<file path="src/rbt_pkg.sv">
package rbt_pkg;

   localparam int BLOCK_LOG      = 3;
   localparam int BLOCK_SIZE     = 1 << BLOCK_LOG;
   localparam int AREA_LOG       = 2 * BLOCK_LOG;
   localparam int DEF_MAX_WIDTH  = 2048;

   localparam int SAMPLE_W       = 8;
   localparam int WIDTH_REG_W    = 12;
   localparam int HEIGHT_REG_W   = 16;
   localparam int BCOL_W         = 8;
   localparam int BROW_W         = 13;
   localparam int REQ_DATA_W     = 24;
   localparam int RSP_DATA_W     = 56;
   localparam int RSP_PAD_W      = RSP_DATA_W - (3 * SAMPLE_W + BCOL_W + BROW_W + AREA_LOG);

   localparam int CSR_IDX_W      = 1;
   localparam int CSR_DATA_W     = 16;

   localparam logic [CSR_IDX_W-1:0] REG_IMAGE_WIDTH  = 1'd0;
   localparam logic [CSR_IDX_W-1:0] REG_IMAGE_HEIGHT = 1'd1;

   localparam logic [WIDTH_REG_W-1:0]  RESET_WIDTH  = 12'd8;
   localparam logic [HEIGHT_REG_W-1:0] RESET_HEIGHT = 16'd8;

   localparam logic [SAMPLE_W-1:0] LEVEL_SHIFT = 8'd128;
   localparam logic [AREA_LOG-1:0] LAST_POS    = 6'd63;

   typedef struct packed {
      logic [SAMPLE_W-1:0] red;
      logic [SAMPLE_W-1:0] blue;
      logic [SAMPLE_W-1:0] luma;
   } pix_type;

   typedef struct packed {
      logic                pad;
      logic [BCOL_W-1:0]   bcol;
      logic [BROW_W-1:0]   brow;
      logic [AREA_LOG-1:0] pos;
      logic                last_blk;
      logic                last_img;
   } meta_type;

   // column counter width, at least one bit of block index
   function automatic int col_bits(input int max_width);
      int c;
      c = $clog2(max_width);
      col_bits = (c > BLOCK_LOG) ? c : BLOCK_LOG + 1;
   endfunction

endpackage

</file>
<file path="src/rbt_ctrl.sv">
module rbt_ctrl
   import rbt_pkg::*;
#(
   parameter int MAX_WIDTH = DEF_MAX_WIDTH
) (
   input  logic                                   clock,
   input  logic                                   reset,
   input  logic                                   req_tvalid,
   output logic                                   req_tready,
   input  logic [REQ_DATA_W-1:0]                  req_tdata,
   input  logic                                   csr_wen,
   input  logic [CSR_IDX_W-1:0]                   csr_index,
   input  logic [CSR_DATA_W-1:0]                  csr_wdata,
   output logic                                   wr_en,
   output logic [BLOCK_LOG+col_bits(MAX_WIDTH)-1:0] wr_addr,
   output pix_type                                wr_data,
   output logic                                   rd_valid,
   input  logic                                   rd_ready,
   output logic                                   rd_en,
   output logic [BLOCK_LOG+col_bits(MAX_WIDTH)-1:0] rd_addr,
   output meta_type                               rd_meta
);

   localparam int COL_W = col_bits(MAX_WIDTH);
   localparam int WE_W  = COL_W + 1;
   localparam int BX_W  = COL_W - BLOCK_LOG;
   localparam int ROW_W = HEIGHT_REG_W;

   localparam logic ST_IDLE = 1'b0;
   localparam logic ST_EMIT = 1'b1;

   logic [WIDTH_REG_W-1:0]  width_ff,  width_in;
   logic [HEIGHT_REG_W-1:0] height_ff, height_in;
   logic [COL_W-1:0]        col_ff,    col_in;
   logic [ROW_W-1:0]        row_ff,    row_in;
   logic                    state_ff,  state_in;
   logic [BX_W-1:0]         blk_x_ff,  blk_x_in;
   logic [BROW_W-1:0]       blk_y_ff,  blk_y_in;
   logic                    img_end_ff, img_end_in;
   logic [AREA_LOG-1:0]     pos_ff,    pos_in;

   logic [31:0]             w_reg32;
   logic [31:0]             w_eff32;
   logic [WE_W-1:0]         w_eff;
   logic [COL_W-1:0]        w_last;
   logic [ROW_W-1:0]        h_eff;
   logic [ROW_W-1:0]        h_last;
   logic                    accept;
   logic                    right_done;
   logic                    bottom_done;
   logic                    image_end;
   logic                    issue;
   logic [COL_W-1:0]        px;
   logic [ROW_W-1:0]        py;
   logic [31:0]             bx32;

   always_comb begin
      w_reg32 = 32'(width_ff);
      if (w_reg32 == 32'd0) begin
         w_eff32 = 32'd1;
      end else if (w_reg32 > 32'(MAX_WIDTH)) begin
         w_eff32 = 32'(MAX_WIDTH);
      end else begin
         w_eff32 = w_reg32;
      end
   end

   assign w_eff  = w_eff32[WE_W-1:0];
   assign w_last = COL_W'(w_eff - WE_W'(1));
   assign h_eff  = (height_ff == '0) ? ROW_W'(1) : height_ff;
   assign h_last = h_eff - ROW_W'(1);

   assign req_tready  = (state_ff == ST_IDLE);
   assign accept      = req_tvalid && req_tready;
   assign right_done  = (col_ff[BLOCK_LOG-1:0] == '1) || (col_ff == w_last);
   assign bottom_done = (row_ff[BLOCK_LOG-1:0] == '1) || (row_ff == h_last);
   assign image_end   = (col_ff == w_last) && (row_ff == h_last);

   assign wr_en   = accept;
   assign wr_addr = {row_ff[BLOCK_LOG-1:0], col_ff};
   assign wr_data = pix_type'(req_tdata);

   assign rd_valid = (state_ff == ST_EMIT);
   assign issue    = rd_valid && rd_ready;
   assign rd_en    = issue;
   assign rd_addr  = {pos_ff[AREA_LOG-1:BLOCK_LOG], blk_x_ff, pos_ff[BLOCK_LOG-1:0]};

   assign px   = {blk_x_ff, pos_ff[BLOCK_LOG-1:0]};
   assign py   = {blk_y_ff, pos_ff[AREA_LOG-1:BLOCK_LOG]};
   assign bx32 = 32'(blk_x_ff);

   always_comb begin
      rd_meta.pad      = !(({1'b0, px} < w_eff) && (py < h_eff));
      rd_meta.bcol     = bx32[BCOL_W-1:0];
      rd_meta.brow     = blk_y_ff;
      rd_meta.pos      = pos_ff;
      rd_meta.last_blk = (pos_ff == LAST_POS);
      rd_meta.last_img = img_end_ff && (pos_ff == LAST_POS);
   end

   always_comb begin
      width_in   = width_ff;
      height_in  = height_ff;
      col_in     = col_ff;
      row_in     = row_ff;
      state_in   = state_ff;
      blk_x_in   = blk_x_ff;
      blk_y_in   = blk_y_ff;
      img_end_in = img_end_ff;
      pos_in     = pos_ff;
      if (csr_wen) begin
         unique case (csr_index)
            REG_IMAGE_WIDTH: begin
               width_in = csr_wdata[WIDTH_REG_W-1:0];
            end
            REG_IMAGE_HEIGHT: begin
               height_in = csr_wdata[HEIGHT_REG_W-1:0];
            end
            default: begin
            end
         endcase
         col_in = '0;
         row_in = '0;
      end else if (accept) begin
         if (col_ff != w_last) begin
            col_in = col_ff + COL_W'(1);
         end else begin
            col_in = '0;
            row_in = (row_ff == h_last) ? '0 : row_ff + ROW_W'(1);
         end
         if (right_done && bottom_done) begin
            state_in   = ST_EMIT;
            blk_x_in   = col_ff[COL_W-1:BLOCK_LOG];
            blk_y_in   = row_ff[ROW_W-1:BLOCK_LOG];
            img_end_in = image_end;
            pos_in     = '0;
         end
      end
      if (issue) begin
         pos_in = pos_ff + AREA_LOG'(1);
         if (pos_ff == LAST_POS) begin
            state_in = ST_IDLE;
         end
      end
   end

   always_ff @(posedge clock) begin
      if (reset) begin
         width_ff  <= RESET_WIDTH;
         height_ff <= RESET_HEIGHT;
         col_ff    <= '0;
         row_ff    <= '0;
         state_ff  <= ST_IDLE;
         pos_ff    <= '0;
      end else begin
         width_ff  <= width_in;
         height_ff <= height_in;
         col_ff    <= col_in;
         row_ff    <= row_in;
         state_ff  <= state_in;
         pos_ff    <= pos_in;
      end
   end

   always_ff @(posedge clock) begin
      blk_x_ff   <= blk_x_in;
      blk_y_ff   <= blk_y_in;
      img_end_ff <= img_end_in;
   end

   a_block_start: assert property (@(posedge clock) disable iff (reset)
      (accept && !csr_wen && right_done && bottom_done)
         |=> (state_ff == ST_EMIT) && (pos_ff == '0))
      else $error("completed block did not start emission");

   a_block_end: assert property (@(posedge clock) disable iff (reset)
      (issue && pos_ff == LAST_POS) |=> (state_ff == ST_IDLE))
      else $error("emission did not end after the last sample");

   a_image_wrap: assert property (@(posedge clock) disable iff (reset)
      (accept && !csr_wen && image_end) |=> (col_ff == '0) && (row_ff == '0))
      else $error("counters did not wrap at end of image");

   a_col_in_image: assert property (@(posedge clock) disable iff (reset)
      !csr_wen |=> ({1'b0, col_ff} < w_eff) || $past(csr_wen))
      else $error("column counter left the image");

endmodule

</file>
<file path="config.mk">
export PLATFORM = sky130hd
export DESIGN_NAME = rbt_ctrl
export DESIGN_NICKNAME = d
export VERILOG_FILES = /design/src/rbt_pkg.sv /design/src/rbt_ctrl.sv
export SDC_FILE = /design/constraint.sdc
export NUM_CORES = 1
export LEC_CHECK = 0
export ABC_AREA = 0
export ABC_CLOCK_PERIOD_IN_PS = 4250
export CORE_MARGIN = 2
export CORE_UTILIZATION = 25
export CTS_CLUSTER_DIAMETER = 100
export DETAILED_ROUTE_END_ITERATION = 8
export DONT_BUFFER_PORTS = 1
export HOLD_SLACK_MARGIN = 0.1
export PLACE_DENSITY = 0.43
export RECOVER_POWER = 100
export SYNTH_ARGS = -nofsm -noshare
export SYNTH_HDL_FRONTEND = slang
export SYNTH_SLANG_ARGS = --single-unit
</file>
<file path="constraint.sdc">
create_clock -name clock -period 4.25 [get_ports clock]
set_input_delay 1.0625 -clock clock [delete_from_list [all_inputs] [get_ports clock]]
set_output_delay 1.0625 -clock clock [all_outputs]
set_load 0.03 [all_outputs]
</file>
==> results.toml <==
[status]
outcome = "finished clean"

[worst_setup_path]
crit_fanout = 14
critPathKind = "reg2reg"
worstPathArrival_ns = 4.15
critPathSlowestCell = "or4_1"
max_stage_delay_ns = 0.61
crit_path_start_kind = "register"
worstPathRequired_ns = 4.30
crit_path_end_kind = "register"
path_cells = "or4_1, nor2_1, a22oi_1, ha_1, buf_4, nor4_1, mux2i_1, a31oi_1, a21oi_1, or4_1, o21ba_2, or3_4, clkinvlp_2, buf_6"
crit_top_cell = "or4_1"

[synthesis]
syn_inst = 668
synth_edf_count = 22
synth_nets = 746
synth_cell_types = 64
synth_warnings = 0
synth_most_common_cell = "nand2_1"
synthDominantCellAreaShare_pct = 22.32
synth_ff_type = "dfxtp_1"
avgSynthCellArea_sq_um = 8.326
synthTopCellsByArea = "dfxtp_1 (22%), edfxtp_1 (12%), ha_1 (7.2%), nand2_1 (5.7%), buf_4 (5.5%)"
async_reset_ff_share_pct = 0
synth_common_cells = "nand2_1 (85), dfxtp_1 (62), a21oi_1 (51)"
ys_ff_latch = 84
yosys.area.top_type = "dfxtp_1"
yosysSeqAreaShare_pct = 34.20
syn_area_sq_mm = 0.005562

[hold_path]
min_path_type = "reg2reg"

[route]
vias = 4626
dr.pass1.iters = 6
drcViolationCount = 0
vias_per_cell = 4.969
drt_iter0_drc = 338
drt.antenna.violating_nets = 0
totalWireLength_um = 17270
routedWlPerCell_um = 18.55

[cells_and_area]
nets = 724
nFillCells = 2334
antenna_cells = 0
layout-drive-gt1-share_pct = 10.91
syn2layout_area_growth_pct = 8.909

[sta]
max_freq_mhz = 244.3
hold_viol = 0
fin_skew_ns = 0.01032
maxSlewViolCount = 0
post-route-min-period_ns = 4.093
finalCritPeriodShare_pct = 96.30
setup_viol = 0
grt_setup_unrepaired = "no"
slew_headroom_pct = 34.91
tightest_slew_ns = 0.9758
setup_tns_ns = 0
holdWs_ns = 0.5008

[floorplan]
io-pin-count = 132
initial_core_util_pct = 25.48
rows = 54
die_h_um = 153.2
dieArea_sq_mm = 0.02345
die_w_um = 153.2
core_area_sq_mm = 0.02182

[clock_network]
cts_buffers = 9
cts_sinks = 84
clk_path_buf_depth = 2
cts_hold_buf = 0
clkLatencyLatePin_ns = 0.36
cts_max_level = 3
clk_pin_slew_worst_paths_ns = 0.07
cts_tree = "done"
cts.root.buffer_cell = "clkbuf_16"

[global_routing]
grt_pass1_vias = 4624
grt_pass1_wl_um = 27010
grt_overflow = 0
grt_use_total_pct = 14.92
grt_max_degree = 36
antenna_found_initial = 0

[pwr]
swShare_pct = 28.02
p_switching_mw = 0.5460
clock_power_share_pct = 43.0
pwr-share-seq_pct = 43.4
leakage_nw = 2.236
max-vdd-ir-drop_v = 0.0001816
p_int_mw = 1.402
combPwrFrac_pct = 13.6
p_per_area_mw_per_mm2 = 321.7

[place]
gp_congestion = 0.8773
port_buffers = 0
dp_hpwl_um = 13400

[job]
maxCapViolations = 0
## state kept, by name, indices dropped and copies added, names as in the netlist
signal      count
rd_valid        1
width_ff       12
col_ff         11
height_ff      16
img_end_ff      1
blk_y_ff       13
row_ff         16
pos_ff          6
blk_x_ff        8
## power groups by stage
stage                     Clock [mW]  Sequential (mW)  Combinational [mW]
after floorplan                    0            0.859               0.233
after global placement             0            0.863               0.261
after detailed placement           0            0.863               0.262
after CTS                      0.862            0.845               0.264
after global routing           0.894            0.848               0.294
final                          0.837            0.846               0.265
## timing repair
action / CTS / global route
buffers inserted: 0 / 0
endpoints found under the hold margin: 0 / 0
setup endpoints to repair: 0 / 43
resized for setup: 0 / 6
## cells in the final DEF (no fill, tap or decap), types with 8 or more instances in the layout
cell       synthesis  routed
nor2_1            47      47
buf_4             41      32
o21ai_0           19      20
nand2b_1           9       9
inv_1             29      28
clkbuf_1          27      11
nand4_1           14      14
nand2_1           85      85
ha_1              32      31
or4_1             10      10
clkbuf_16          0       9
edfxtp_1          22      22
or3_1              8       8
dfxtp_1           62      60
nor4_1            16      16
xor2_1            14      14
xnor2_1           31      31
nor3_1            13      13
and3_1             8       8
nand3_1           22      22
a21oi_1           51      50
## cell type report
cell class	count	area, sq um	share of cell area (%)
clock buffers	9	225.2	3.718
flip-flops and latches	84	1904	31.44
clock inverters	7	80.08	1.322
inverters	29	110.1	1.818
repair buffers	44	292.8	4.834
well taps	280	350.3	5.784
multi-input cells	478	3094	51.08
## worst paths after layout
| kind | to | slack, ns | from | cells after the start |
|---|---|---|---|---|
| max | blk_y_ff[6] | 0.16 | width_ff[6] | 14 |
| min | height_ff[10] | 0.50 | height_ff[10] | 2 |
| max reg2reg | blk_y_ff[6] | 0.16 | width_ff[6] | 14 |
| min reg2reg | height_ff[10] | 0.50 | height_ff[10] | 2 |
## worst max-delay path: cells and delay by family, from the launching register on
family                   cells  cell delay (ns)
adder cells (fa/ha/maj)      1             0.25
AO/OA/AOI/OAI                4             0.64
multiplexers                 1             0.11
AND/OR/NAND/NOR              5             1.98
flip-flops                   1             0.31
buffers and inverters        3             0.49
## per-layer routing
layer	vias to the layer above	track usage, %	part of all wire, %
met3	17	6.181	10
met4	0	4.233	1.2
met5	-	0	0
met2	129	22.90	44
li1	2298	-	-
met1	2182	19.24	45
## through the flow
step / instances / power, mW / utilization (%) / area (sq um) / setup slack, ns
after floorplan: 668 / 1.092 / - / 5565 / 0.1781
after global placement: 915 / 1.124 / 26.54 / 5792 / 0.1992
after detailed placement: 915 / 1.126 / 26.54 / 5792 / 0.05516
after CTS: 931 / 1.971 / 27.94 / 6097 / 0.01440
after global routing: 931 / 2.036 / 27.75 / 6057 / 0.006277
final: 931 / 1.948 / 27.75 / 6057 / 0.1572
## logic make-up after synthesis
group	count (synthesis)	synth area share, %
mux	9	1.687
compound gates	128	15.39
flops	84	34.20
xor+xnor	45	7.087
simple gates	264	24.09
buf+inv	106	10.35
fa+ha+maj	32	7.199
No activity file was read; power rests on OpenSTA's default activity.
