File: config.mk
export PLATFORM = sky130hd
export DESIGN_NAME = rbt_out_stage
export DESIGN_NICKNAME = d
export VERILOG_FILES = /design/src/rbt_pkg.sv /design/src/rbt_out_stage.sv
export SDC_FILE = /design/constraint.sdc
export NUM_CORES = 1
export LEC_CHECK = 0
export ABC_AREA = 1
export BUFFER_PORTS_ARGS = -buffer_cell sky130_fd_sc_hd__buf_2
export CORE_MARGIN = 1.5
export CORE_UTILIZATION = 40
export CTS_BUF_LIST = sky130_fd_sc_hd__clkbuf_4 sky130_fd_sc_hd__clkbuf_8 sky130_fd_sc_hd__clkbuf_16
export DETAILED_ROUTE_END_ITERATION = 7
export GPL_TIMING_DRIVEN = 0
export PLACE_DENSITY = 0.67
export RECOVER_POWER = 100
export SLEW_MARGIN = 40
export SYNTH_ARGS = -nofsm -noshare
export SYNTH_HDL_FRONTEND = slang
export SYNTH_SLANG_ARGS = --single-unit
File: constraint.sdc
create_clock -name clock -period 5.1 [get_ports clock]
set_input_delay 0.51 -clock clock [delete_from_list [all_inputs] [get_ports clock]]
set_output_delay 0.51 -clock clock [all_outputs]
set_load 0.01 [all_outputs]
File: src/rbt_pkg.sv
package rbt_pkg;

   localparam int BLOCK_LOG      = 3;
   localparam int BLOCK_SIZE     = 1 << BLOCK_LOG;
   localparam int AREA_LOG       = 2 * BLOCK_LOG;
   localparam int DEF_MAX_WIDTH  = 2048;

   localparam int SAMPLE_W       = 8;
   localparam int WIDTH_REG_W    = 12;
   localparam int HEIGHT_REG_W   = 16;
   localparam int BCOL_W         = 8;
   localparam int BROW_W         = 13;
   localparam int REQ_DATA_W     = 24;
   localparam int RSP_DATA_W     = 56;
   localparam int RSP_PAD_W      = RSP_DATA_W - (3 * SAMPLE_W + BCOL_W + BROW_W + AREA_LOG);

   localparam int CSR_IDX_W      = 1;
   localparam int CSR_DATA_W     = 16;

   localparam logic [CSR_IDX_W-1:0] REG_IMAGE_WIDTH  = 1'd0;
   localparam logic [CSR_IDX_W-1:0] REG_IMAGE_HEIGHT = 1'd1;

   localparam logic [WIDTH_REG_W-1:0]  RESET_WIDTH  = 12'd8;
   localparam logic [HEIGHT_REG_W-1:0] RESET_HEIGHT = 16'd8;

   localparam logic [SAMPLE_W-1:0] LEVEL_SHIFT = 8'd128;
   localparam logic [AREA_LOG-1:0] LAST_POS    = 6'd63;

   typedef struct packed {
      logic [SAMPLE_W-1:0] red;
      logic [SAMPLE_W-1:0] blue;
      logic [SAMPLE_W-1:0] luma;
   } pix_type;

   typedef struct packed {
      logic                pad;
      logic [BCOL_W-1:0]   bcol;
      logic [BROW_W-1:0]   brow;
      logic [AREA_LOG-1:0] pos;
      logic                last_blk;
      logic                last_img;
   } meta_type;

   // column counter width, at least one bit of block index
   function automatic int col_bits(input int max_width);
      int c;
      c = $clog2(max_width);
      col_bits = (c > BLOCK_LOG) ? c : BLOCK_LOG + 1;
   endfunction

endpackage

File: src/rbt_out_stage.sv
module rbt_out_stage
   import rbt_pkg::*;
(
   input  logic                  clock,
   input  logic                  reset,
   input  logic                  rd_valid,
   output logic                  rd_ready,
   input  meta_type              rd_meta,
   input  pix_type               rd_data,
   output logic                  rsp_tvalid,
   input  logic                  rsp_tready,
   output logic [RSP_DATA_W-1:0] rsp_tdata,
   output logic                  rsp_tlast,
   output logic                  rsp_tuser
);

   logic                  p1_valid_ff, p1_valid_in;
   meta_type              p1_meta_ff;
   logic                  out_valid_ff, out_valid_in;
   logic [RSP_DATA_W-1:0] out_data_ff;
   logic                  out_last_ff;
   logic                  out_user_ff;

   logic                  out_load;
   logic                  p1_load;
   logic [SAMPLE_W-1:0]   luma_s;
   logic [SAMPLE_W-1:0]   blue_s;
   logic [SAMPLE_W-1:0]   red_s;

   assign out_load = p1_valid_ff && (!out_valid_ff || rsp_tready);
   assign rd_ready = !p1_valid_ff || out_load;
   assign p1_load  = rd_valid && rd_ready;

   // level shift, padding positions read as zero
   assign luma_s = p1_meta_ff.pad ? '0 : rd_data.luma - LEVEL_SHIFT;
   assign blue_s = p1_meta_ff.pad ? '0 : rd_data.blue - LEVEL_SHIFT;
   assign red_s  = p1_meta_ff.pad ? '0 : rd_data.red  - LEVEL_SHIFT;

   always_comb begin
      p1_valid_in = p1_valid_ff;
      if (p1_load) begin
         p1_valid_in = 1'b1;
      end else if (out_load) begin
         p1_valid_in = 1'b0;
      end
      out_valid_in = out_valid_ff;
      if (out_load) begin
         out_valid_in = 1'b1;
      end else if (rsp_tready) begin
         out_valid_in = 1'b0;
      end
   end

   always_ff @(posedge clock) begin
      if (reset) begin
         p1_valid_ff  <= 1'b0;
         out_valid_ff <= 1'b0;
      end else begin
         p1_valid_ff  <= p1_valid_in;
         out_valid_ff <= out_valid_in;
      end
   end

   always_ff @(posedge clock) begin
      if (p1_load) begin
         p1_meta_ff <= rd_meta;
      end
      if (out_load) begin
         out_data_ff <= {{RSP_PAD_W{1'b0}}, p1_meta_ff.pos, p1_meta_ff.brow,
                         p1_meta_ff.bcol, red_s, blue_s, luma_s};
         out_last_ff <= p1_meta_ff.last_blk;
         out_user_ff <= p1_meta_ff.last_img;
      end
   end

   assign rsp_tvalid = out_valid_ff;
   assign rsp_tdata  = out_data_ff;
   assign rsp_tlast  = out_last_ff;
   assign rsp_tuser  = out_user_ff;

   a_user_implies_last: assert property (@(posedge clock) disable iff (reset)
      rsp_tvalid && rsp_tuser |-> rsp_tlast)
      else $error("end of image flagged off a block end");

   a_no_drop: assert property (@(posedge clock) disable iff (reset)
      (p1_valid_ff && !out_load) |=> p1_valid_ff && $stable(p1_meta_ff))
      else $error("pending read lost while output stalled");

   a_stall_hold: assert property (@(posedge clock) disable iff (reset)
      (rsp_tvalid && !rsp_tready) |=> rsp_tvalid && $stable(rsp_tdata)
         && $stable(rsp_tlast) && $stable(rsp_tuser))
      else $error("output item changed during stall");

endmodule

==> results of run 1 <==
==> metal layers <==
metal	vias up	wire length, um	GRT usage (%)
met3	6	386	4.95
met4	0	63	7.04
met2	72	2380	21.0
met1	681	1710	11.7
li1	760	-	-
met5	-	0	0
==> synth_stat cells, drive strengths merged <==
cell type	n
dfxtp	2
a21oi	3
nor2	24
inv	25
edfxtp	83
conb	1
nand2	2
buf	7
nand3	1
==> power by group through the flow <==
stage / clock network (mW) / registers (mW) / logic (mW)
floorplan: 0 / 0.845 / 0.0264
CTS: 0.473 / 0.817 / 0.0907
global route: 0.494 / 0.821 / 0.0874
finish: 0.457 / 0.818 / 0.0779
global placement: 0 / 0.834 / 0.0828
detailed placement: 0 / 0.833 / 0.0905
==> worst register-to-register path, delay by kind of cell, from the launching register on <==
family | cells | cell delay (ns)
buffers and inverters | 3 | 1.37
AO/OA/AOI/OAI | 1 | 0.52
flip-flops | 1 | 0.33
==> metrics by stage <==
| stage | hold WS (ns) | std cells | setup WS (ns) |
|---|---|---|---|
| 6_report | 0.325 | 379 | 2.49 |
| 5_1_grt | 0.318 | 379 | 2.25 |
| 4_1_cts | 0.315 | 379 | 3.50 |
| 3_5_place_dp | 0.405 | 363 | 3.39 |
| 3_3_place_gp | 0.401 | 360 | 0.384 |
| 2_1_floorplan | 0.400 | 152 | 1.48 |
==> worst max-delay path by stage <==
stage | start | endpoint
floorplan | rsp_tready | rsp_tdata[0]
global placement | rsp_tready | rsp_tdata[12]
detailed placement | rsp_tready | p1_meta_ff[25]
CTS | rsp_tvalid | rd_ready
global route | p1_valid_ff | rsp_tdata[26]
finish | p1_valid_ff | rsp_tdata[20]
==> area by class of cell <==
type                    count  area [sq um]  share of cell area (%)
clock buffers              12           146                    4.04
clock inverters             4          47.5                    1.31
plain buffers               7          45.0                    1.24
flip-flops and latches     85          2530                    69.9
multi-input cells          35           136                    3.76
well taps                  96           120                    3.31
repair buffers            115           502                    13.8
inverters                  25          93.8                    2.59
==> logic make-up after synthesis <==
logic type / count (synthesis)
other: 1
DFF: 85
AOI/OAI and AO/OA: 3
buffers and inverters: 32
and+or+nand+nor: 27
==> sequential cells by signal (all words and copies together), names as in the netlist <==
name / flops
p1_meta_ff: 30
p1_valid_ff: 1
rsp_tdata: 51
rsp_tvalid: 1
rsp_tlast: 1
rsp_tuser: 1
==> placed cells by master, fill, tap and decap left out <==
cell       instances
edfxtp_1          83
clkbuf_1          60
buf_2             56
inv_1             25
nor2_1            24
clkbuf_8           9
buf_4              5
conb_1             5
a21oi_1            3
clkbuf_4           3
nand2_1            2
dfxtp_1            2
nand3_1            1
clkinv_1           1
inv_6              1
bufinv_16          1
clkinv_2           1
buf_1              1
==> results by group, run 1 <==
Hold path
  • HP Start: reset
  • Hold path endpoint: p1_valid_ff
  • Hold crit path type: input pin to flop
  • Cell depth of the worst min-delay path: 2

CTS
  • CTS root buffer: clkbuf_8
  • Clock Path Buffers: 2
  • # resized after CTS: 0
  • H-tree depth: 3
  • Number of post-CTS setup repair buffers: 0
  • CTS tree: done
  • CTS sink count: 85
  • Hold-fix buffers at CTS: 0
  • Clock transition at path regs: 0.08 ns
  • Clock latency on the worst-skew pair: around 0.34 ns
  • Cts bufs inserted: 9

Die
  • Site Rows: 30
  • Die Height: roughly 87 um
  • Ports: 118
  • Die width: between 80 and 90 um
  • Starting Density: about two fifths
  • Core area: between 0.006 and 0.007 sq mm
  • Die ar.: roughly 0.0075 sq mm

Cells and area
  • Core Util, Final: a little over half
  • Layout cells sized above 1: between 20% and 30%
  • Final Cell Area: 0.00362 sq mm
  • Layout Nets: 336
  • Area growth, synth to finish: 29.1%
  • Fill cells: slightly above 600
  • Ant. Diodes: 0

Route
  • Avg WL per Cell: 12.0 um
  • DR vias/cell: 4.01
  • Routed WL: 4540 um
  • First-pass iteration count of the detailed router: 3
  • Initial drt markers: 38
  • Vias: 1519
  • DR DRC count: 0
  • Post-route ant nets: 0

Yosys
  • Area contributors post-synth: edfxtp_1, inv_1, nor2_1
  • Area leader, netlist: edfxtp_1
  • Top cell type's share of synthesized area: between 80% and 90%
  • Compound-Gate Fraction of Synth Area: less than 1%
  • Multiplexer area fraction after synthesis: 0%
  • Mapped Cells: approximately 150
  • Share of the yosys chip area belonging to registers: ~90%
  • Synthesized area: approximately 0.0028 sq mm
  • Post-synthesis xor/xnor area fraction: 0%
  • Synth Area in Simple Gates: roughly 3.7%
  • Synth Register Bits: between 80 and 90
  • Largest family of logic cells by synthesized area: buffers and inverters
  • Synth warn: 0
  • Avg Cell Area, Syn: approximately 19 sq um
  • Distinct cell type count after synthesis: 10
  • Post-Synth Adder-Cell Area: 0%

Outcome
  • Status: complete, no violations

Pwr
  • Int Power: 1.08 mW
  • Share of power burned in registers: approximately three fifths
  • Combinational cell fraction of total power: between 5 and 6%
  • Worst VDD drop: around 210 uV
  • Pwr Total: about 1.4 mW
  • Pwr dens: approximately 370 mW/mm^2
  • Leakage power: about 1.4 nW
  • Clock power share: 33.8%
  • Sw Share: between 20% and 30%
  • Switching pwr: around 0.27 mW

Critical path
  • Bufs and invs on worst path: 3
  • CP Depth: 4
  • WP data required: 5.07 ns
  • Crit path cell chain: inv_1, a21oi_1, clkbuf_1, clkbuf_1
  • Worst reg2reg startpoint: p1_valid_ff
  • Delay-heaviest family, CP: buffers and inverters
  • WS Path Type: flop to flop
  • CP endpoint kind: flop
  • Startpoint types: flop
  • Reg2reg path depth: 4
  • Critical Path Slowest Stage Cell: clkbuf_1
  • CP max stage delay: 0.68 ns
  • R2r setup slk: 2.49 ns
  • Crit path DAT: approximately 2.6 ns
  • Reg2reg end: rsp_tdata[20]
  • Critical Path Fanout Max: 15
  • Critical Path Most Common Cell: clkbuf_1

Global routing
  • Final global-route overflow total: 0
  • Largest net degree at the start of global routing: 31
  • Initial antenna violation count: 0
  • Vias in the first global route: ~1400
  • Global-route wire length before repair: between 6000 and 7000 um
  • GRT Total Usage: between 10% and 20%

Placement
  • Placed Area: 0.00356 sq mm
  • Hpwl dp: between 3000 and 4000 um
  • RePlAce Congestion: around 0.6
  • I/O Buffers: between 100 and 150

STA
  • Final Critical Period: about 2.6 ns
  • Max-slew violations: 0
  • Relative slew margins: between 20% and 30%
  • RSZ-0062 raised after global routing: false
  • Final Skew: around 0.0098 ns
  • Tcrit/Tclk final: roughly half
  • Final setup fails: 0
  • Fmax: 384 MHz
  • Slew of the pin with the lowest slew margin: roughly 1.1 ns
  • Final hold violation count: 0
  • Setup_tns: 0 ns

Run
  • MaxCap Viol Count: 0
Power figures use the tool's default switching activity.
==> run 2: changes to the inputs <==
--- a/config.mk
+++ b/config.mk
@@ -5,7 +5,7 @@
 export SDC_FILE = /design/constraint.sdc
 export NUM_CORES = 1
 export LEC_CHECK = 0
-export ABC_AREA = 1
+export ABC_AREA = 0
 export BUFFER_PORTS_ARGS = -buffer_cell sky130_fd_sc_hd__buf_2
 export CORE_MARGIN = 1.5
 export CORE_UTILIZATION = 40
==> constraint.sdc (replaced) <==
create_clock -name clock -period 2.5 [get_ports clock]
set_input_delay 0.25 -clock clock [delete_from_list [all_inputs] [get_ports clock]]
set_output_delay 0.25 -clock clock [all_outputs]
set_load 0.01 [all_outputs]
==> run 2 against run 1 <==
Effect of this change:
- worst setup slack worse by 1.8 ns
- combinational power is 100% higher
- via count down 3.9%
- total power is 120% higher
- global-route usage fell by 0.10 points
- clock power rose by 150%
- count of clock-buffer cells in the layout unchanged
- utilization up 0.42 points
- synthesized cell count decreased by 16%
- sequential power grew 100%
- clock skew is 0.00078 ns lower
- critical path type unchanged
- critical endpoint is now rsp_tdata[12]
- largest power group unchanged
==> results by group, run 2 <==
Outcome
  • Status: complete, no violations

Die
  • Die Height: 86.6 um
  • Site Rows: 30
  • Die width: just under 90 um
  • Starting Density: 41.2%
  • Ports: about 120
  • Die ar.: around 0.0075 sq mm
  • Core area: ~0.0068 sq mm

Yosys
  • Distinct cell type count after synthesis: 13
  • Avg Cell Area, Syn: roughly 22 sq um
  • Synthesized area: around 0.0028 sq mm
  • Ys flop type: edfxtp_1
  • Synth Register Bits: 85
  • Top cell type's share of synthesized area: 89.1%
  • Share of the yosys chip area belonging to registers: between 90% and 100%
  • Synth warn: 0
  • Number of synthesized flops with an enable pin: 83
  • Mapped Cells: about 130
  • Area leader, netlist: edfxtp_1
  • Top-count cell post-synth: edfxtp_1
  • Area contributors post-synth: edfxtp_1, nor2b_1, dfxtp_1
  • Asr flop ratio synth: 0%
  • Top post-synthesis cells by count: edfxtp_1, nor2b_1, buf_4

Pwr
  • Pwr dens: 810 mW/mm^2
  • Sw Share: approximately 19%
  • Int Power: ~2.4 mW
  • Combinational cell fraction of total power: 5.3%
  • Leakage power: about 1.4 nW
  • Worst VDD drop: 407 uV
  • Clock power share: a little under two fifths
  • Share of power burned in registers: approximately 56%
  • Switching pwr: between 0.5 and 0.6 mW

Global routing
  • Final global-route overflow total: 0
  • Initial antenna violation count: 0
  • Global-route wire length before repair: 6400 um
  • M1 GR Usage: 12.1%
  • GRT Total Usage: 11.9%
  • Busiest grt layer: met2
  • Met2 usage: about 20%
  • Largest net degree at the start of global routing: 38
  • Met3 GRT Util: ~6%
  • Vias in the first global route: between 1000 and 1500

Critical path
  • Startpoint types: flop
  • Critical Path Slowest Stage Cell: clkbuf_2
  • Crit path cell chain: nand2b_1, and2_4, clkbuf_2
  • CP endpoint kind: flop
  • Crit path DAT: ~1.8 ns
  • WP data required: around 2.5 ns
  • Critical Path Fanout Max: 37
  • WS Path Type: flop to flop
  • CP max stage delay: ~0.73 ns

STA
  • Final Skew: between 0.009 and 0.01 ns
  • Max-slew violations: 0
  • Slew of the pin with the lowest slew margin: around 0.9 ns
  • Final hold violation count: 0
  • Relative slew margins: between 40 and 50%
  • RSZ-0062 raised after global routing: false
  • Final setup fails: 0
  • Fmax: ~550 MHz
  • Tcrit/Tclk final: between 70% and 80%
  • WHS: 0.0835 ns
  • Final Critical Period: between 1.5 and 2 ns

CTS
  • Cts bufs inserted: 9
  • # resized after CTS: 0
  • Number of post-CTS setup repair buffers: 0
  • Clock Path Buffers: 2
  • Clock latency on the worst-skew pair: 0.33 ns
  • CTS root buffer: clkbuf_8
  • H-tree depth: 3
  • CTS sink count: 85
  • Clock transition at path regs: 0.07 ns
  • Hold-fix buffers at CTS: 0
  • CTS tree: done

Route
  • DR vias/cell: roughly 4.1
  • Vias: around 1500
  • Post-route ant nets: 0
  • Avg WL per Cell: 12.7 um
  • First-pass iteration count of the detailed router: 4
  • Initial drt markers: between 80 and 90
  • DR DRC count: 0
  • Routed WL: 4510 um

Cells and area
  • Area growth, synth to finish: 30.6%
  • Commonest non-fill, non-tap cells in the layout: edfxtp_1, clkbuf_1, buf_2
  • Core Util, Final: between 50% and 60%
  • Final Cell Area: 0.00365 sq mm
  • Most common cell after layout, fill and taps aside: edfxtp_1
  • Ant. Diodes: 0
  • Layout Nets: 311
  • Layout cells sized above 1: a little under a third
  • Number of flip-flops under the largest register name: ~50

Placement
  • I/O Buffers: 112
  • Placed Area: between 0.003 and 0.004 sq mm
  • Hpwl dp: between 3000 and 4000 um
  • RePlAce Congestion: just over 0.7

Hold path
  • Hold crit path type: input pin to flop

Run
  • MaxCap Viol Count: 0
==> run 2: changes by cell type after synthesis <==
cell	before	now
nor2b_1	0	20
and2_1	0	2
inv_1	25	2
nand2b_1	0	1
nand3b_4	0	1
nand3_1	1	0
a21oi_1	3	2
and2b_1	0	1
nor2_1	24	3
nand2_1	2	0
==> run 2: logic make-up (layout without fill, tap and decap cells) <==
family                 count (synthesis)  after routing  synth area share, %
AO/OA/AOI/OAI                          2              2                0.358
AND/OR/NAND/NOR                       28             28                 6.53
buffers and inverters                  9            138                 2.42
flip-flops                            85             85                 90.6
other                                  1              5                0.134
==> run 2: cell type report <==
cell class              count  area, sq um
plain buffers               7         45.0
clock buffers              12          146
clock inverters             4         97.6
fillers                   598         3140
inverters                   2         7.51
multi-input cells          35          206
flip-flops and latches     85         2530
well taps                  96          120
repair buffers            113          497
==> run 2: worst paths after layout <==
| path | startpoint | end | depth (start not counted) | slack [ns] |
|---|---|---|---|---|
| worst max-delay path | rsp_tvalid | rsp_tdata[12] | 3 | 0.68 |
| worst min-delay path | reset | p1_valid_ff | 2 | 0.08 |
| worst max register to register | rsp_tvalid | rsp_tdata[12] | 3 | 0.68 |
| worst min register to register | p1_meta_ff[15] | rsp_tdata[39] | 0 | 0.42 |
==> run 2: metrics by stage <==
| step | cells | setup slack, ns | TNS, ns | power, mW |
|---|---|---|---|---|
| floorplan | 129 | 0.356 | 0 | 1.78 |
| global route | 354 | 0.538 | 0 | 3.07 |
| detailed placement | 338 | 1.04 | 0 | 1.88 |
| global placement | 337 | -0.0948 | -4.84 | 1.87 |
| finish | 354 | 0.675 | 0 | 2.96 |
| CTS | 354 | 1.06 | 0 | 3.01 |
==> run 2: layer usage <==
metal	routed length, um	share of wire [%]
met5	0	0
met4	40	0.89
met3	502	11
met2	2160	48
met1	1810	40
==> run 2: power by group through the flow <==
stage          sequential, mW  combinational [mW]  clock, mW
6_report                 1.67               0.157       1.14
5_1_grt                  1.67               0.173       1.23
3_3_place_gp             1.70               0.169          0
4_1_cts                  1.67               0.177       1.17
2_1_floorplan            1.72              0.0530          0
3_5_place_dp             1.70               0.177          0
==> run 2: worst max-delay path: cells and delay by family, from the launching register on <==
kind,cells,cell delay (ns)
buf+inv,1,0.73
flops,1,0.33
simple gates,2,0.38
==> run 3: changes to the inputs <==
==> constraint.sdc (replaced) <==
create_clock -name clock -period 1.8 [get_ports clock]
set_input_delay 0.18 -clock clock [delete_from_list [all_inputs] [get_ports clock]]
set_output_delay 0.18 -clock clock [all_outputs]
set_load 0.01 [all_outputs]
==> run 3 against run 2 <==
Effect of this change:
- sequential cell count stayed put
- sequential power is 39% higher
- die area stayed put
- register-to-register slack worse by 0.32 ns
- via count is 9.9% higher
- clock skew is 0.0042 ns higher
- clock power is 18% higher
- global-route usage is 1.8 points higher
- highest routed layer unchanged
- total power is 33% higher
- fmax is 27% higher
- final cell count is 8.2% higher
==> results by group, run 3 (synthesized netlist as in run 2, its figures left out) <==
CTS
  • Clock latency on the worst-skew pair: around 0.35 ns
  • CTS root buffer: clkbuf_8
  • # resized after CTS: 0
  • Hold-fix buffers at CTS: 29
  • H-tree depth: 3
  • CTS tree: done
  • Cts bufs inserted: 9
  • Number of post-CTS setup repair buffers: 0
  • Clock Path Buffers: 2
  • CTS sink count: 85
  • Clock transition at path regs: approximately 0.080 ns

Route
  • Initial drt markers: between 70 and 80
  • DR DRC count: 0
  • DR vias/cell: 4.19
  • Routed WL: 5020 um
  • Post-route ant nets: 0
  • Avg WL per Cell: approximately 13 um
  • Vias: ~1600
  • First-pass iteration count of the detailed router: 4

Pwr
  • Int Power: slightly above 3 mW
  • Share of power burned in registers: about 59%
  • Combinational cell fraction of total power: a little under 7%
  • Clock power share: about 34%
  • Worst VDD drop: 512 uV
  • Switching pwr: 0.857 mW
  • Pwr Total: just under 4 mW
  • Pwr dens: ~1000 mW/mm^2
  • Leakage power: roughly 1.5 nW
  • Sw Share: approximately 22%

Critical path
  • WS Path Type: flop to flop
  • CP endpoint kind: flop
  • Startpoint types: flop
  • Crit path DAT: 1.42 ns
  • Critical Path Fanout Max: 30
  • WP data required: approximately 1.8 ns

STA
  • Tcrit/Tclk final: roughly four fifths
  • Final Critical Period: 1.44 ns
  • Post-route setup slack: approximately 0.36 ns
  • Fmax: a little under 700 MHz
  • Final Skew: between 0.01 and 0.015 ns
  • Final hold violation count: 0
  • RSZ-0062 raised after global routing: false
  • Final setup fails: 0
  • Max-slew violations: 0
  • Slew of the pin with the lowest slew margin: 0.720 ns
  • Relative slew margins: between 50% and 60%
  • Setup_tns: 0 ns
  • WHS: around 0.07 ns

Global routing
  • GRT Total Usage: a little over an eighth
  • Global-route wire length before repair: 7310 um
  • Initial antenna violation count: 0
  • Largest net degree at the start of global routing: 54
  • Vias in the first global route: ~1600
  • Final global-route overflow total: 0

Die
  • Site Rows: 30
  • Die ar.: roughly 0.0075 sq mm
  • Starting Density: 41.2%
  • Die Height: between 80 and 90 um
  • Ports: 118
  • Die width: between 80 and 90 um
  • Core area: ~0.0068 sq mm

Cells and area
  • Number of flip-flops under the largest register name: 51
  • FF+latch area: between 0.002 and 0.003 sq mm
  • Commonest non-fill, non-tap cells in the layout: edfxtp_1, clkbuf_1, buf_2
  • Layout Nets: between 300 and 400
  • Core Util, Final: 57.5%
  • Layout cells sized above 1: 27.9%
  • Ant. Diodes: 0
  • Fill cells: around 550
  • Multi-input gate area: 206 sq um
  • Most common cell after layout, fill and taps aside: edfxtp_1
  • Area growth, synth to finish: 39.7%

Placement
  • I/O Buffers: 112
  • Hpwl dp: about 3000 um
  • DP Worst Slack: between 0.3 and 0.4 ns
  • RePlAce Congestion: ~0.75

Run
  • MaxCap Viol Count: 0

Outcome
  • Status: complete, no violations

Hold path
  • Hold crit path type: input pin to flop
run 3: stage by stage:
step,cell area (sq um),instances
floorplan,2810,129
global placement,3490,337
detailed placement,3500,337
CTS,3990,382
global route,3910,383
finish,3910,383
run 3: cell type report:
| cell class | count | area share [%] |
|---|---|---|
| Buffer | 7 | 1.15 |
| Clock buffer | 9 | 3.17 |
| Clock inverter | 7 | 2.05 |
| Inverter | 2 | 0.192 |
| Multi-Input combinational cell | 35 | 5.29 |
| Sequential cell | 85 | 64.8 |
| Tap cell | 96 | 3.07 |
| Timing Repair Buffer | 142 | 20.2 |
run 3: power by group through the flow:
| stage | Sequential, mW | Clock [mW] | Combinational [mW] |
|---|---|---|---|
| floorplan | 2.39 | 0 | 0.0741 |
| global placement | 2.36 | 0 | 0.234 |
| detailed placement | 2.36 | 0 | 0.238 |
| CTS | 2.32 | 1.40 | 0.286 |
| global route | 2.33 | 1.47 | 0.295 |
| finish | 2.32 | 1.35 | 0.270 |
run 3: path summary, 6_finish.rpt:
check | cells after the start | to | startpoint | slack (ns)
max reg2reg | 2 | p1_meta_ff[29] | rsp_tvalid | 0.36
max | 2 | p1_meta_ff[29] | rsp_tvalid | 0.36
min | 3 | p1_valid_ff | rd_valid | 0.07
min reg2reg | 0 | rsp_tdata[44] | p1_meta_ff[20] | 0.42
run 3: routing by layer:
metal	vias to the layer above	part of all wire, %	GRT usage [%]
met1	729	39	13.9
met5	-	0	0
met4	0	2.8	8.65
met3	13	10	6.00
li1	766	-	-
met2	96	48	22.8
run 3: critical path: stages, from the launching register on:
cell and delay, ns:
dfxtp_1 0.34, nand3b_2 0.10, and2_2 0.63
